**src/hdl/bf_ram.sv**
```systemverilog
// Generic single-write, single-read synchronous RAM with registered read data.
`default_nettype none

module bf_ram #(
    parameter int WIDTH = 8,
    parameter int DEPTH = 16
) (
    input  wire logic                                      clk,
    input  wire logic                                      we,
    input  wire logic [((DEPTH > 1) ? $clog2(DEPTH) : 1)-1:0] waddr,
    input  wire logic [WIDTH-1:0]                          wdata,
    input  wire logic [((DEPTH > 1) ? $clog2(DEPTH) : 1)-1:0] raddr,
    output logic      [WIDTH-1:0]                          rdata
);

    logic [WIDTH-1:0] mem_reg [DEPTH];
    logic [WIDTH-1:0] rdata_reg;

    // A read of the address being written returns the old contents.
    always_ff @(posedge clk)
    begin
        if (we)
        begin
            mem_reg[waddr] <= wdata;
        end
        rdata_reg <= mem_reg[raddr];
    end

    assign rdata = rdata_reg;

endmodule

`default_nettype wire

```
**config.mk**
```make
export PLATFORM = sky130hd
export DESIGN_NAME = bf_ram
export DESIGN_NICKNAME = d
export VERILOG_FILES = /design/src/hdl/bf_ram.sv
export SDC_FILE = /design/constraint.sdc
export NUM_CORES = 1
export LEC_CHECK = 0
export ABC_AREA = 0
export BUFFER_PORTS_ARGS = -buffer_cell sky130_fd_sc_hd__buf_2
export CAP_MARGIN = 15
export CORE_AREA = 2 2 92 94
export CTS_BUF_LIST = sky130_fd_sc_hd__clkbuf_4 sky130_fd_sc_hd__clkbuf_8 sky130_fd_sc_hd__clkbuf_16
export DETAILED_ROUTE_END_ITERATION = 12
export DIE_AREA = 0 0 94 96
export GPL_TIMING_DRIVEN = 0
export PLACE_DENSITY = 0.92
export SLEW_MARGIN = 10
export SYNTH_ARGS = -nofsm -noshare
export SYNTH_HDL_FRONTEND = slang
export SYNTH_SLANG_ARGS = --single-unit
```
**constraint.sdc**
```tcl
create_clock -name clk -period 2.84 [get_ports clk]
set_input_delay 0.284 -clock clk [delete_from_list [all_inputs] [get_ports clk]]
set_output_delay 0.284 -clock clk [all_outputs]
set_load 0.01 [all_outputs]
```
==> impl_metrics.tcl <==
set metrics [dict create \
    total_power_w 0.00453 \
    io_pins 26 \
    finalCriticalPeriod_ns 1.48 \
    synth_cells 229 \
    synthesis.nets 247 \
    hp-class "input pin to register" \
    pwr-share-seq_pct 49.9 \
    hold_violations 0 \
    vias 2525 \
    clock_sinks 136 \
    worstMarginPinSlew_ns 0.846 \
    gp_congestion 0.775 \
    coreArea_um2 8050 \
    required_ns 2.98 \
    die_x_um 94 \
    synth_top_area_share_pct 74.7 \
    p_leak_nw 2.02 \
    cts_buffers 17 \
    peakVddDrop_v 0.000446 \
    viasPerCell 6.46 \
    crit_path_end_kind "register" \
    cts_buffer_depth 2 \
    ys_seq_area_share_pct 77.8 \
    synthToLayoutAreaGrowth_pct 16.2 \
    rsz0062_at_grt "false" \
    skew_ns 0.00492 \
    start_util_pct 63.9 \
    grt_pass1_wl_um 15300 \
    grt_pass1_vias 2492 \
    nNetsFinal 291 \
    netlist-cell-type-count 19 \
    netlist_area_um2 5150 \
    async_flop_share_pct 0 \
    wl_um 10400 \
    maxSlewHeadroom_pct 43.4 \
    die_h_um 96 \
    die_area_um2 9020 \
    power_frac_comb_pct 4.9 \
    dp_hpwl_um 6200 \
    powerDensity_nw_per_um2 757 \
    cts-root-buf "clkbuf_8" \
    finalCoreUtilization_pct 74.3 \
    wl_per_cell_um 26.6 \
    synth_edf_count 128 \
    final_max_slew_viol_count 0 \
    cp_slowest_cell "nor2_1" \
    final_cell_mix "128 x edfxtp_1, 28 x buf_2, 18 x mux4_2, 16 x a22oi_1, 16 x clkbuf_16" \
    drtIter0Drc 343 \
    portBuffers 24 \
    htree_levels 4 \
    drc 0 \
    antenna_found_initial 0 \
    yosys_warnings 0 \
    synth_top_area_cell "edfxtp_1" \
    swShare_pct 20.6 \
    critPathMaxFanout 8 \
    timing.final.crit_share_pct 52.2 \
    largest_register_ffs 128 \
    grt_use_total_pct 25.3 \
    firstDrtPassIters 5 \
    start_kind "input pin" \
    holdWs_ns 0.171 \
    internal_power_w 0.00359 \
    diodes 0 \
    detail-route-antenna-nets 0 \
    cts_setup_buffers 0 \
    path_delay_family "simple AND/OR/NAND/NOR gates" \
    crit_chain "buf_2, or3b_2, nor2_1" \
    avgSynthCellArea_um2 22.5 \
    clk_pin_slew_worst_paths_ns 0.06 \
    p_switching_w 0.000934 \
    max_cap_violations 0 \
    worstPathArrival_ns 1.63 \
    setup_tns_ns 0 \
    row_count 33 \
    postCtsHoldBufs 0 \
    final_common_cell "edfxtp_1" \
    slowest_delay_ns 0.67 \
    setup_violations 0 \
    cts_tree "yes" \
    yosys_most_used_dff "edfxtp_1" \
    clkPwrFrac_pct 45.3 \
    crit_buf_inv 1 \
    drive_above_1_share_pct 31.1 \
    cts_resized 0 \
    insertion_delay_ns 0.51 \
    status "finished clean" \
    crit_type "input pin to register" \
    synth_seq_cells 136 \
    timing.fmax_mhz 674 \
    grt_max_degree 17 \
    synth_area_leaders "edfxtp_1 75%, mux4_2 7.9%, mux4_1 7.1%, dfxtp_1 3.1%, a22oi_1 2.3%" \
    grt-ovfl-total 0 \
]
[Yosys cell counts (2+ instances only)]
| master | instances |
|---|---|
| nand2b_1 | 2 |
| nand2_1 | 9 |
| nor2_1 | 13 |
| nand3b_1 | 2 |
| mux4_2 | 18 |
| nor3_1 | 4 |
| buf_2 | 3 |
| a22oi_1 | 16 |
| mux4_1 | 14 |
| buf_6 | 3 |
| clkdlybuf4s25_2 | 3 |
| edfxtp_1 | 128 |
| dfxtp_1 | 8 |
[power groups by stage]
stage                     Sequential (W)  Clock (W)  Combinational (W)
after global placement           0.00229          0           0.000204
after global routing             0.00226    0.00216           0.000235
final                            0.00226    0.00205           0.000221
after CTS                        0.00226    0.00207           0.000219
after floorplan                  0.00230          0           0.000114
after detailed placement         0.00230          0           0.000214
[layer usage]
| metal | vias to the layer above | share of wire, % | routed length [um] | track usage (%) |
|---|---|---|---|---|
| met5 | - | 0 | 0 | 0 |
| met4 | 0 | 2.2 | 229 | 10.5 |
| met3 | 20 | 8.1 | 838 | 5.01 |
| met2 | 164 | 51 | 5260 | 39.3 |
| met1 | 1276 | 39 | 4050 | 36.2 |
| li1 | 1065 | - | - | - |
[stage by stage]
| stage | instance area (um^2) | std cells | setup slack, ns |
|---|---|---|---|
| after floorplan | 5150 | 229 | 1.06 |
| after global placement | 5400 | 358 | 0.563 |
| after detailed placement | 5400 | 358 | 0.553 |
| after CTS | 5960 | 390 | 1.02 |
| after global routing | 5980 | 391 | 1.33 |
| final | 5980 | 391 | 1.36 |
[kinds of logic after synthesis]
group           count (synthesis)  synth area share [%]
compound gates                 16                  2.33
buf+inv                        10                  1.68
mux                            32                  15.0
simple gates                   35                  3.18
flops                         136                  77.8
[final cells by class]
class                      count  area (um^2)
sequential                   136         4000
fill                         432         2070
multi-input combinational     83         1070
clock buffer                  19          429
clock inverter                13          133
tap                          105          131
timing repair buffer          25          125
buffer                        10         86.3
[worst paths after layout]
check | slack [ns] | to | cells after the start | startpoint
setup / recovery | 1.36 | mem_reg[3][1] | 3 | waddr[2]
hold / removal | 0.17 | mem_reg[6][6] | 1 | wdata[6]
setup reg to reg | 1.38 | rdata[4] | 3 | mem_reg[11][4]
hold reg to reg | 0.70 | rdata[3] | 3 | mem_reg[3][3]
Power figures use the tool's default switching activity.
