--- config.mk ---
export PLATFORM = sky130hd
export DESIGN_NAME = bf_relax
export DESIGN_NICKNAME = d
export VERILOG_FILES = /design/src/hdl/bf_pkg.sv /design/src/hdl/bf_relax.sv
export SDC_FILE = /design/constraint.sdc
export NUM_CORES = 1
export LEC_CHECK = 0
export BUFFER_PORTS_ARGS = -buffer_cell sky130_fd_sc_hd__buf_2
export CORE_AREA = 2 2 95 97
export DETAILED_ROUTE_END_ITERATION = 10
export DIE_AREA = 0 0 97 99
export MAX_ROUTING_LAYER = met4
export PLACE_DENSITY = 0.8
export SLEW_MARGIN = 10
export SYNTH_ARGS = -nofsm -noshare
export SYNTH_HDL_FRONTEND = slang
export SYNTH_SLANG_ARGS = --single-unit
--- constraint.sdc ---
create_clock -name vclk -period 7.5
set_input_delay 0.75 -clock vclk [all_inputs]
set_output_delay 0.75 -clock vclk [all_outputs]
set_load 0.01 [all_outputs]
--- src/hdl/bf_pkg.sv ---
// Types and constants shared by the shortest-path block.
`default_nettype none

package bf_pkg;

    localparam int VERTEX_W    = 6;
    localparam int VCOUNT_W    = 7;
    localparam int WEIGHT_IN_W = 16;
    localparam int DIST_W      = 32;
    localparam int CFG_INDEX_W = 1;
    localparam int CFG_DATA_W  = 7;

    localparam logic [CFG_INDEX_W-1:0] CFG_START_VERTEX = 1'b0;
    localparam logic [CFG_INDEX_W-1:0] CFG_VERTEX_COUNT = 1'b1;

    localparam logic signed [DIST_W-1:0] DIST_MAX = {1'b0, {(DIST_W-1){1'b1}}};
    localparam logic signed [DIST_W-1:0] DIST_MIN = {1'b1, {(DIST_W-1){1'b0}}};

    // One edge in the relaxation stage, weight already sign extended.
    typedef struct packed {
        logic                     valid;
        logic [VERTEX_W-1:0]      src;
        logic [VERTEX_W-1:0]      dst;
        logic signed [DIST_W-1:0] weight;
    } relax_edge_t;

    // One write into the distance store.
    typedef struct packed {
        logic                     we;
        logic [VERTEX_W-1:0]      addr;
        logic signed [DIST_W-1:0] data;
    } dist_wr_t;

endpackage

`default_nettype wire

--- src/hdl/bf_relax.sv ---
// Relaxation unit: forwarding, saturating add and the update decision for one edge.
`default_nettype none

module bf_relax
    import bf_pkg::*;
(
    input  wire relax_edge_t                 edge_in,
    input  wire logic signed [DIST_W-1:0]    rd_src,
    input  wire logic signed [DIST_W-1:0]    rd_dst,
    input  wire dist_wr_t                    fwd,
    input  wire logic                        reached_src,
    input  wire logic                        reached_dst,
    input  wire logic [VCOUNT_W-1:0]         nv,
    output dist_wr_t                         wr
);

    logic signed [DIST_W-1:0] dist_s;
    logic signed [DIST_W-1:0] dist_d;
    logic signed [DIST_W:0]   sum;
    logic signed [DIST_W-1:0] cand;
    logic                     in_range;
    logic                     take;

    always_comb
    begin
        // The previous cycle's write is not yet visible at the RAM output.
        dist_s = (fwd.we && (fwd.addr == edge_in.src)) ? fwd.data : rd_src;
        dist_d = (fwd.we && (fwd.addr == edge_in.dst)) ? fwd.data : rd_dst;

        sum = {dist_s[DIST_W-1], dist_s} + {edge_in.weight[DIST_W-1], edge_in.weight};
        if (sum[DIST_W] != sum[DIST_W-1])
        begin
            cand = sum[DIST_W] ? DIST_MIN : DIST_MAX;
        end
        else
        begin
            cand = sum[DIST_W-1:0];
        end

        in_range = ({1'b0, edge_in.src} < nv) && ({1'b0, edge_in.dst} < nv);
        take = edge_in.valid && in_range && reached_src
               && (!reached_dst || (cand < dist_d));

        wr.we   = take;
        wr.addr = edge_in.dst;
        wr.data = cand;
    end

endmodule

`default_nettype wire

==> results of run 1 <==
## routing by layer
metal | up-vias | global-route usage
li1 | 2185 | -
met1 | 2067 | 0.304
met2 | 211 | 0.505
met3 | 38 | 0.0248
met4 | 0 | 0.0596
met5 | - | -
## metrics by stage
step	utilization	instance area, um2	hold slack (ns)	std cells	setup TNS (ns)
CTS	0.590	5050	1.74	775	0
finish	0.650	5560	1.74	788	0
floorplan	-	3650	1.59	460	0
global placement	0.570	4870	1.73	770	-0.0243
global route	0.650	5560	1.75	788	-0.0481
detailed placement	0.570	4870	1.74	770	-0.274
## synthesized netlist by cell type (all sizes together) (7+ instances only)
library cell,instances
ha,73
a21oi,51
mux2i,33
mux2,32
nor2,30
o21ai,24
xnor2,24
a21o,23
nand2,18
xor2,17
inv,15
buf,11
clkbuf,10
nand4,10
maj3,7
o211ai,7
o21bai,7
## path summary, 6_finish.rpt
kind / slack (ns) / startpoint / end
max: 0.16 / fwd[36] / wr[38]
min: 1.74 / edge_in[35] / wr[35]
## kinds of logic (layout without fill, tap and decap cells)
kind of cell / count (synthesis) / after routing / share of synthesized area
AO/OA/AOI/OAI: 143 / 143 / 0.259
XOR/XNOR: 41 / 41 / 0.0987
adder cells (fa/ha/maj): 81 / 81 / 0.276
buffers and inverters: 36 / 256 / 0.0457
multiplexers: 65 / 65 / 0.190
AND/OR/NAND/NOR: 94 / 94 / 0.130
## report_power, final
| group | internal (mW) | switching [mW] |
|---|---|---|
| Clock | 0 | 0 |
| Combinational | 0.316 | 0.360 |
| Sequential | 0 | 0 |
| Total | 0.316 | 0.360 |
## critical path, delay by kind of cell
kind / cells / cell delay, ns
AOI/OAI and AO/OA: 12 / 2.07
muxes: 1 / 0.33
adders and majority gates: 2 / 0.44
and+or+nand+nor: 7 / 1.71
xor gates and xnor gates: 2 / 0.33
buffers and inverters: 6 / 0.93
## layout by cell type (no fill, tap or decap), types with 4 or more instances in the layout
| cell type | n |
|---|---|
| xor2_1 | 16 |
| buf_4 | 34 |
| a21oi_2 | 8 |
| inv_1 | 15 |
| nor3_1 | 5 |
| a21o_1 | 23 |
| ha_2 | 4 |
| a21oi_4 | 4 |
| ha_4 | 15 |
| o21a_1 | 5 |
| o21ai_1 | 9 |
| o211ai_1 | 7 |
| o21ai_0 | 11 |
| nand2b_1 | 6 |
| mux2i_1 | 32 |
| mux2_4 | 7 |
| buf_6 | 11 |
| o21bai_1 | 7 |
| nand3_1 | 5 |
| nand4_1 | 10 |
| xnor2_1 | 22 |
| nor2_1 | 26 |
| mux2_2 | 25 |
| maj3_1 | 5 |
| a21oi_1 | 39 |
| nand2_1 | 17 |
| buf_2 | 193 |
| ha_1 | 54 |
## layout make-up
| cell class | instances | area share |
|---|---|---|
| timing repair buffer | 241 | 0.251 |
| inverter | 15 | 0.0101 |
| multi-input combinational | 424 | 0.715 |
| tap | 108 | 0.0243 |
## timing repair
action / CTS / global route
resized for setup: 23 / 84
cloned: 1 / 0
endpoints found under the setup margin: 1 / 1
buffers inserted: 4 / 13
pin swaps: 7 / 42
==> metrics.md, run 1 <==
| Metric | Value |
|---|---|
| Initial detailed-routing violation count | 181 |
| Path category of the worst min-delay check | in -> out |
| Die W | 97 um |
| Number of inserted diodes | 0 |
| Detailed-placement wirelength estimate | 11100 um |
| Worst path slowest cell | or4_4 |
| Final setup fails | 0 |
| Synthesized instance count | 460 |
| Met2 routed WL | 7100 um |
| Reg area | 0 um2 |
| Number of inserted filler cells in the final layout | 726 |
| Type of destination of the critical path | output pin |
| Area used by multi-input combinational logic | 0.00397 mm2 |
| Area share of the largest cell type after synthesis | 0.251 |
| Vias per cell | 5.71 |
| Post-detailed-route count of antenna-violating nets | 0 |
| Type of the worst setup path | in -> out |
| Number of hold violations in the final report | 0 |
| Average cell area after synthesis | 7.91 um2 |
| Outcome | finished, final reports clean |
| Min-Delay Path Depth | 2 |
| DRC violations left | 0 |
| Number of distinct library cells after synthesis | 55 |
| Seq_cells | 0 |
| First-pass iteration count of the detailed router | 5 |
| Total detailed-routing wirelength | 13800 um |
| Initial Utilization | 0.426 |
| Leading area contributor after synthesis | ha_1 |
| IO Pins | 196 |
| Routed length per instance | 17.6 um |
| CP max FO | 8 |
| Total Power | 0.676 mW |
| Die ar. | 0.00960 mm2 |
| Delay of the slowest cell on the worst path | 0.57 ns |
| Clock buffers | 0 |
| Synth warnings | 0 |
| Wire length on met3 | 860 um |
| Maximum number of pins on one net before global-route repair | 33 |
| Overall global routing resource usage | 0.267 |
| Pre-CTS setup slack | -0.274 ns |
| Layout cell share with drive strength beyond 1 | 0.509 |
| Synthesized net count | 691 |
| Startpoint type of the worst setup path | primary input |
| Area of the core | 0.00855 mm2 |
| Critical path required time | 6.75 ns |
| GPL Wtd Cong | 0.926 |
| Rows | 34 |
| Pwr per Cell Area | 122 mW/mm2 |
| Max-capacitance violation count | 0 |
| Shortest clock period the worst path allows after layout | 7.34 ns |
| Area Growth Syn to Fin | 52.8% |
| Max Used Layer | met4 |
| Biggest area contributors in the synthesized netlist | ha_1, mux2_2, mux2i_1 |
| Worst path setup slack after routing | 0.159 ns |
| Count of port buffers added during placement | 196 |
| Fmax | 0.136 GHz |
| Initial antenna violation count | 0 |
| Final max-slew violation count | 0 |
| Final global-route overflow total | 0 |
| Largest voltage drop on the vdd net | 0.0000846 V |
| Height of the die | 99 um |
| Leakage power summed over all cells | 2.62 nW |
| Netlist area before placement | 0.00364 mm2 |
| Max_slew headroom | 0.610 |
| Sequential fraction of the synthesis area | 0 |
| Count of hold buffers inserted by post-cts repair | 0 |
| Via count of the first global-routing pass | 4582 |
| Wire length of the first global-routing pass | 21100 um |
| Routed met1 length | 5500 um |
| Crit path DAT | 6.59 ns |
| Final Net Count | 913 |
| Measured slew at the worst slew-check pin | 0.584 ns |
| Overall via count from detail_route | 4501 |
| Ratio of final minimum period to clock period | 0.979 |
No activity file was read; power rests on OpenSTA's default activity.
==> run 2: changes to the inputs <==
--- a/config.mk
+++ b/config.mk
@@ -6,11 +6,11 @@
 export NUM_CORES = 1
 export LEC_CHECK = 0
 export BUFFER_PORTS_ARGS = -buffer_cell sky130_fd_sc_hd__buf_2
-export CORE_AREA = 2 2 95 97
+export CORE_AREA = 3 3 88 90
 export DETAILED_ROUTE_END_ITERATION = 10
-export DIE_AREA = 0 0 97 99
+export DIE_AREA = 0 0 91 93
 export MAX_ROUTING_LAYER = met4
-export PLACE_DENSITY = 0.8
+export PLACE_DENSITY = 0.9
 export SLEW_MARGIN = 10
 export SYNTH_ARGS = -nofsm -noshare
 export SYNTH_HDL_FRONTEND = slang
==> constraint.sdc (replaced) <==
create_clock -name vclk -period 9
set_input_delay 0.9 -clock vclk [all_inputs]
set_output_delay 0.9 -clock vclk [all_outputs]
set_load 0.01 [all_outputs]
==> run 2 against run 1 <==
Total power is 31% lower. Combinational power shrank 31%. Die area shrank 12%. Critical path depth is the same. First-iteration DRC count stayed put. Setup slack better by 0.31 ns. Non-clock buffer count shrank 37. Utilization is 1.5 points higher. Routed wire length decreased by 9.9%. Global-route usage grew 1.9 points. Highest routed layer unchanged.
==> metrics.md, run 2 (synthesis gave the netlist of run 1 again) <==
| Metric | Value |
|---|---|
| Initial Utilization | 0.510 (was 0.426) |
| Max_slew headroom | 0.683 (was 0.610) |
| Final global-route overflow total | 0 (unchanged) |
| Wire length of the first global-routing pass | 20000 um (was 21100 um) |
| Met2 routed WL | 6220 um (was 7100 um) |
| Number of gates on the worst path with buffers counted | 30 (unchanged) |
| Ratio of final minimum period to clock period | 0.948 |
| Outcome | finished, final reports clean (unchanged) |
| Via count of the first global-routing pass | 4389 (was 4582) |
| Shortest clock period the worst path allows after layout | 8.53 ns |
| Clock buffers | 0 (unchanged) |
| Max Used Layer | met4 (unchanged) |
| Worst path slowest cell | or4_1 (was or4_4) |
| Seq_cells | 0 (unchanged) |
| Worst path setup slack after routing | 0.471 ns (was 0.159 ns) |
| Number of buffers inserted by post-CTS setup repair | 0 (was 4) |
| Detailed-placement wirelength estimate | 10900 um (was 11100 um) |
| Placement-stage cell area | 0.00472 mm2 (was 0.00487 mm2) |
| Buffers and inverters on the worst path | 5 (was 6) |
| Largest voltage drop on the vdd net | 0.0000567 V (was 0.0000846 V) |
| Final Net Count | 876 (was 913) |
| Routed met1 length | 4880 um (was 5500 um) |
| Maximum number of pins on one net before global-route repair | 33 (unchanged) |
| Count of hold buffers inserted by post-cts repair | 0 (unchanged) |
| Fmax | 0.117 GHz |
| IO Pins | 196 (unchanged) |
| Height of the die | 93 um (was 99 um) |
| Routed length per instance | 16.8 um (was 17.6 um) |
| Total detailed-routing wirelength | 12500 um (was 13800 um) |
| Path category of the worst min-delay check | in -> out (unchanged) |
| CP max FO | 32 (was 8) |
| Max-capacitance violation count | 0 (unchanged) |
| Delay of the slowest cell on the worst path | 0.50 ns (was 0.57 ns) |
| Critical path required time | 8.10 ns (was 6.75 ns) |
| Critical path's most frequent cell | nor2_1 |
| Reg area | 0 um2 (unchanged) |
| Initial detailed-routing violation count | 181 (unchanged) |
| Die W | 91 um (was 97 um) |
| Overall via count from detail_route | 4327 (was 4501) |
| Pre-CTS setup slack | 0.0585 ns (was -0.274 ns) |
| Final max-slew violation count | 0 (unchanged) |
| Area Growth Syn to Fin | 30.4% (was 52.8%) |
| Die ar. | 0.00846 mm2 (was 0.00960 mm2) |
| Fraction of the core area covered by cells at the end of the flow | 0.665 (was 0.650) |
| Final setup fails | 0 (unchanged) |
| Post-route design area | 0.00474 mm2 (was 0.00556 mm2) |
| Type of the worst setup path | in -> out (unchanged) |
| Wire length on met3 | 937 um (was 860 um) |
| Setup repair after global routing missed its margin | false |
| Measured slew at the worst slew-check pin | 0.471 ns (was 0.584 ns) |
| GPL Wtd Cong | 0.938 (was 0.926) |
| Total Power | 0.467 mW (was 0.676 mW) |
| Area of the core | 0.00714 mm2 (was 0.00855 mm2) |
| Initial antenna violation count | 0 (unchanged) |
| Layout cell share with drive strength beyond 1 | 0.390 (was 0.509) |
| Type of destination of the critical path | output pin (unchanged) |
| Number of inserted diodes | 0 (unchanged) |
| TNS Setup | 0 ns (unchanged) |
| Last element of the critical path | wr[38] (unchanged) |
| Crit path from | fwd[34] (was fwd[36]) |
| Pwr per Cell Area | 98.4 mW/mm2 (was 122 mW/mm2) |
| Rows | 31 (was 34) |
| Crit path DAT | 7.63 ns (was 6.59 ns) |
| Count of port buffers added during placement | 196 (unchanged) |
| Overall global routing resource usage | 0.286 (was 0.267) |
| Post-detailed-route count of antenna-violating nets | 0 (unchanged) |
| First-pass iteration count of the detailed router | 5 (unchanged) |
| Leakage power summed over all cells | 2.34 nW (was 2.62 nW) |
| Vias per cell | 5.83 (was 5.71) |
| Number of hold violations in the final report | 0 (unchanged) |
| Category of cells accounting for the largest share of critical-path delay | compound AO/OA/AOI/OAI gates (unchanged) |
| DRC violations left | 0 (unchanged) |
| Startpoint type of the worst setup path | primary input (unchanged) |
| Most frequent standard cell in the layout excluding fill and tap cells | buf_2 (unchanged) |
| Most frequent cells in the layout | buf_2, ha_1, a21oi_1 (unchanged) |
==> run 2: stage by stage <==
stage | instances | hold WS, ns
floorplan | 460 | 1.89
global placement | 742 | 2.03
detailed placement | 742 | 2.04
CTS | 742 | 2.04
global route | 742 | 2.05
finish | 742 | 2.04
==> run 2: power breakdown <==
group	leakage [nW]	internal [mW]	switching, mW
Clock	0	0	0
Sequential	0	0	0
Combinational	2.34	0.206	0.261
Total	2.34	0.206	0.261
==> run 2: final cells by class <==
cell class,count,area [um2]
fillers,646,2390
inverters,15,56.3
multi-input cells,424,3510
well taps,99,124
repair buffers,204,1050
==> run 2: what timing repair did <==
action                                  4_1_cts  5_1_grt
endpoints found under the hold margin         0        0
resized for setup                             0        5
endpoints found under the setup margin        0        1
==> run 2: routing by layer <==
layer,global-route usage,vias up
li1,-,2112
met1,0.313,1966
met2,0.536,215
met3,0.0378,34
met4,0.0930,0
met5,-,-
==> run 2: worst min path at each step <==
stage	from	endpoint	slack, ns	cells after the start
after floorplan	edge_in[32]	wr[32]	1.89	1
after global placement	edge_in[34]	wr[34]	2.03	2
after detailed placement	edge_in[33]	wr[33]	2.04	2
after CTS	edge_in[33]	wr[33]	2.04	2
after global routing	edge_in[32]	wr[32]	2.05	2
final	edge_in[33]	wr[33]	2.04	2
==> run 3: changes to the inputs <==
--- a/config.mk
+++ b/config.mk
@@ -5,10 +5,11 @@
 export SDC_FILE = /design/constraint.sdc
 export NUM_CORES = 1
 export LEC_CHECK = 0
+export ABC_AREA = 1
 export BUFFER_PORTS_ARGS = -buffer_cell sky130_fd_sc_hd__buf_2
-export CORE_AREA = 3 3 88 90
+export CORE_AREA = 4 4 90 92
 export DETAILED_ROUTE_END_ITERATION = 10
-export DIE_AREA = 0 0 91 93
+export DIE_AREA = 0 0 94 96
 export MAX_ROUTING_LAYER = met4
 export PLACE_DENSITY = 0.9
 export SLEW_MARGIN = 10
==> run 3 against run 2 <==
Setup slack improved by 0.91 ns. Global-route usage shrank 3.2 points. Largest cell class unchanged. Synthesized area grew 5.1%. Largest power group unchanged. Combinational power decreased by 2%. Utilization grew 0.41 points. Non-clock buffer count is 7 lower. Routed wire length decreased by 5.5%. Total power decreased by 1.9%.
==> metrics.md, run 3 <==
| Metric | Value |
|---|---|
| Outcome | finished, final reports clean (unchanged) |
| Die ar. | 0.00902 mm2 (was 0.00846 mm2) |
| Rows | 31 (unchanged) |
| Post-Synth XOR/XNOR Area | 0.0733 (was 0.0987) |
| Measured slew at the worst slew-check pin | 1.14 ns (was 0.471 ns) |
| Overall global routing resource usage | 0.254 (was 0.286) |
| Initial Utilization | 0.530 (was 0.510) |
| Average cell area after synthesis | 5.65 um2 (was 7.91 um2) |
| Type of destination of the critical path | output pin (unchanged) |
| Placement-stage cell area | 0.00483 mm2 (was 0.00472 mm2) |
| Via count of the first global-routing pass | 4437 (was 4389) |
| Buffers and inverters on the worst path | 5 (unchanged) |
| Pre-CTS setup slack | 1.46 ns (was 0.0585 ns) |
| Netlist area before placement | 0.00382 mm2 (was 0.00364 mm2) |
| Overall via count from detail_route | 4836 (was 4327) |
| GPL Wtd Cong | 0.961 (was 0.938) |
| Worst path slowest cell | nand2_1 (was or4_1) |
| IO Pins | 196 (unchanged) |
| Max_slew headroom | 0.239 (was 0.683) |
| Leading area contributor after synthesis | ha_1 (unchanged) |
| Synth warnings | 0 (unchanged) |
| Most frequent cells in the layout | nand2_1, buf_2, inv_1 (was buf_2, ha_1, a21oi_1) |
| List of most frequent post-synthesis cells | nand2_1, inv_1, o21ai_0 (was ha_1, a21oi_1, mux2i_1) |
| Area fraction in compound gates after synthesis | 0.224 (was 0.259) |
| Detailed-placement wirelength estimate | 10400 um (was 10900 um) |
| Critical path's most frequent cell | nand2_1 (was nor2_1) |
| Pwr per Cell Area | 95.0 mW/mm2 (was 98.4 mW/mm2) |
| Area fraction in and, or, nand and nor cells after synthesis | 0.337 (was 0.130) |
| Routed met1 length | 5080 um (was 4880 um) |
| Launch instance of the worst min-delay path | edge_in[33] (unchanged) |
| Synthesized instance count | 677 (was 460) |
| Count of hold buffers inserted by post-cts repair | 0 (unchanged) |
| Critical path required time | 8.10 ns (about the same) |
| Type of the worst setup path | in -> out (unchanged) |
| Number of hold violations in the final report | 0 (unchanged) |
| Initial detailed-routing violation count | 122 (was 181) |
| Worst path setup slack after routing | 1.38 ns (was 0.471 ns) |
| CP max FO | 40 (was 32) |
| Wire length of the first global-routing pass | 18800 um (was 20000 um) |
| Sequential fraction of the synthesis area | 0 (unchanged) |
| Max-capacitance violation count | 0 (unchanged) |
| Post-synthesis mux area share | 0.00295 (was 0.190) |
| Number of distinct library cells after synthesis | 39 (was 55) |
| Maximum number of pins on one net before global-route repair | 64 (was 33) |
| Wire length on met3 | 861 um (was 937 um) |
| Seq_cells | 0 (unchanged) |
| Area of the core | 0.00721 mm2 (was 0.00714 mm2) |
| Final setup fails | 0 (unchanged) |
| Biggest area contributors in the synthesized netlist | ha_1, nand2_1, o21ai_0 (was ha_1, mux2_2, mux2i_1) |
| Post-route design area | 0.00483 mm2 (was 0.00474 mm2) |
| Height of the die | 96 um (was 93 um) |
| Delay of the slowest cell on the worst path | 0.64 ns (was 0.50 ns) |
| Post-detailed-route count of antenna-violating nets | 0 (unchanged) |
| Setup repair after global routing missed its margin | false (unchanged) |
| Fmax | 0.131 GHz (was 0.117 GHz) |
| Clock buffers | 0 (unchanged) |
| Most frequent standard cell in the layout excluding fill and tap cells | nand2_1 (was buf_2) |
| Total detailed-routing wirelength | 11800 um (was 12500 um) |
| Most frequently used cell type in the post-synthesis netlist | nand2_1 (was ha_1) |
| Post_cts resized | 0 (unchanged) |
| Met2 routed WL | 5650 um (was 6220 um) |
| Synthesized net count | 908 (was 691) |
| Path category of the worst min-delay check | in -> out (unchanged) |
| Final Net Count | 1083 (was 876) |
| Reg area | 0 um2 (unchanged) |
| Number of buffers inserted by post-CTS setup repair | 0 (unchanged) |
| Layout cell share with drive strength beyond 1 | 0.273 (was 0.390) |
| Shortest clock period the worst path allows after layout | 7.62 ns (was 8.53 ns) |
| Count of port buffers added during placement | 196 (unchanged) |
| TNS Setup | 0 ns (unchanged) |
| Category of cells accounting for the largest share of critical-path delay | simple AND/OR/NAND/NOR gates (was compound AO/OA/AOI/OAI gates) |
| Vias per cell | 5.10 (was 5.83) |
| Synth Area in Adders | 0.244 (was 0.276) |
| Main combinational cell family by area after synthesis | simple AND/OR/NAND/NOR gates (was adder cells) |
| Leakage power summed over all cells | 2.90 nW (was 2.34 nW) |
| Ratio of final minimum period to clock period | 0.847 (was 0.948) |
| Startpoint type of the worst setup path | primary input (unchanged) |
| Crit path DAT | 6.72 ns (was 7.63 ns) |
| Area Growth Syn to Fin | 26.3% (was 30.4%) |
| Largest voltage drop on the vdd net | 0.0000577 V (was 0.0000567 V) |
| Initial antenna violation count | 0 (unchanged) |
| Min-Delay Path Depth | 2 (unchanged) |
| Max Used Layer | met4 (unchanged) |
| Final max-slew violation count | 0 (unchanged) |
| First-pass iteration count of the detailed router | 4 (was 5) |
| Die W | 94 um (was 91 um) |
| Worst Hold Endpoint | wr[33] (unchanged) |
| Routed length per instance | 12.4 um (was 16.8 um) |
| Area share of the largest cell type after synthesis | 0.239 (was 0.251) |
| Final Hold Slack | 2.03 ns (was 2.04 ns) |
| DRC violations left | 0 (unchanged) |
| Fraction of the core area covered by cells at the end of the flow | 0.669 (was 0.665) |
| Number of inserted diodes | 0 (unchanged) |
| Final global-route overflow total | 0 (unchanged) |
run 3: worst max-delay path by stage:
stage	slack, ns	endpoint	depth (start not counted)	start
floorplan	2.82	wr[38]	32	fwd[34]
global placement	1.46	wr[38]	32	fwd[34]
detailed placement	1.46	wr[38]	30	fwd[36]
CTS	1.41	wr[38]	30	fwd[36]
global route	0.68	wr[38]	30	fwd[36]
finish	1.38	wr[38]	32	fwd[36]
run 3: through the flow:
stage | instances | power, mW
after floorplan | 677 | 0.304
after global placement | 949 | 0.451
after detailed placement | 949 | 0.455
after CTS | 949 | 0.459
after global routing | 949 | 0.517
final | 949 | 0.458
run 3: cells by family after synthesis:
group           count (synthesis)
mux                             1
compound gates                154
simple gates                  303
fa+ha+maj                      74
buf+inv                       113
xor+xnor                       32
run 3: routing by layer:
| metal | up-vias | track usage |
|---|---|---|
| met1 | 2065 | 0.307 |
| li1 | 2567 | - |
| met5 | - | - |
| met3 | 22 | 0.0172 |
| met2 | 182 | 0.469 |
| met4 | 0 | 0.0433 |
run 3: area by class of cell:
class | instances | area, um2
timing repair buffer | 197 | 988
tap | 99 | 124
fill | 716 | 2390
multi-input combinational | 564 | 3380
inverter | 89 | 334
run 3: report_power, final:
part	switching (mW)	internal [mW]
clock	0	0
sequential	0	0
combinational	0.275	0.183
total	0.275	0.183
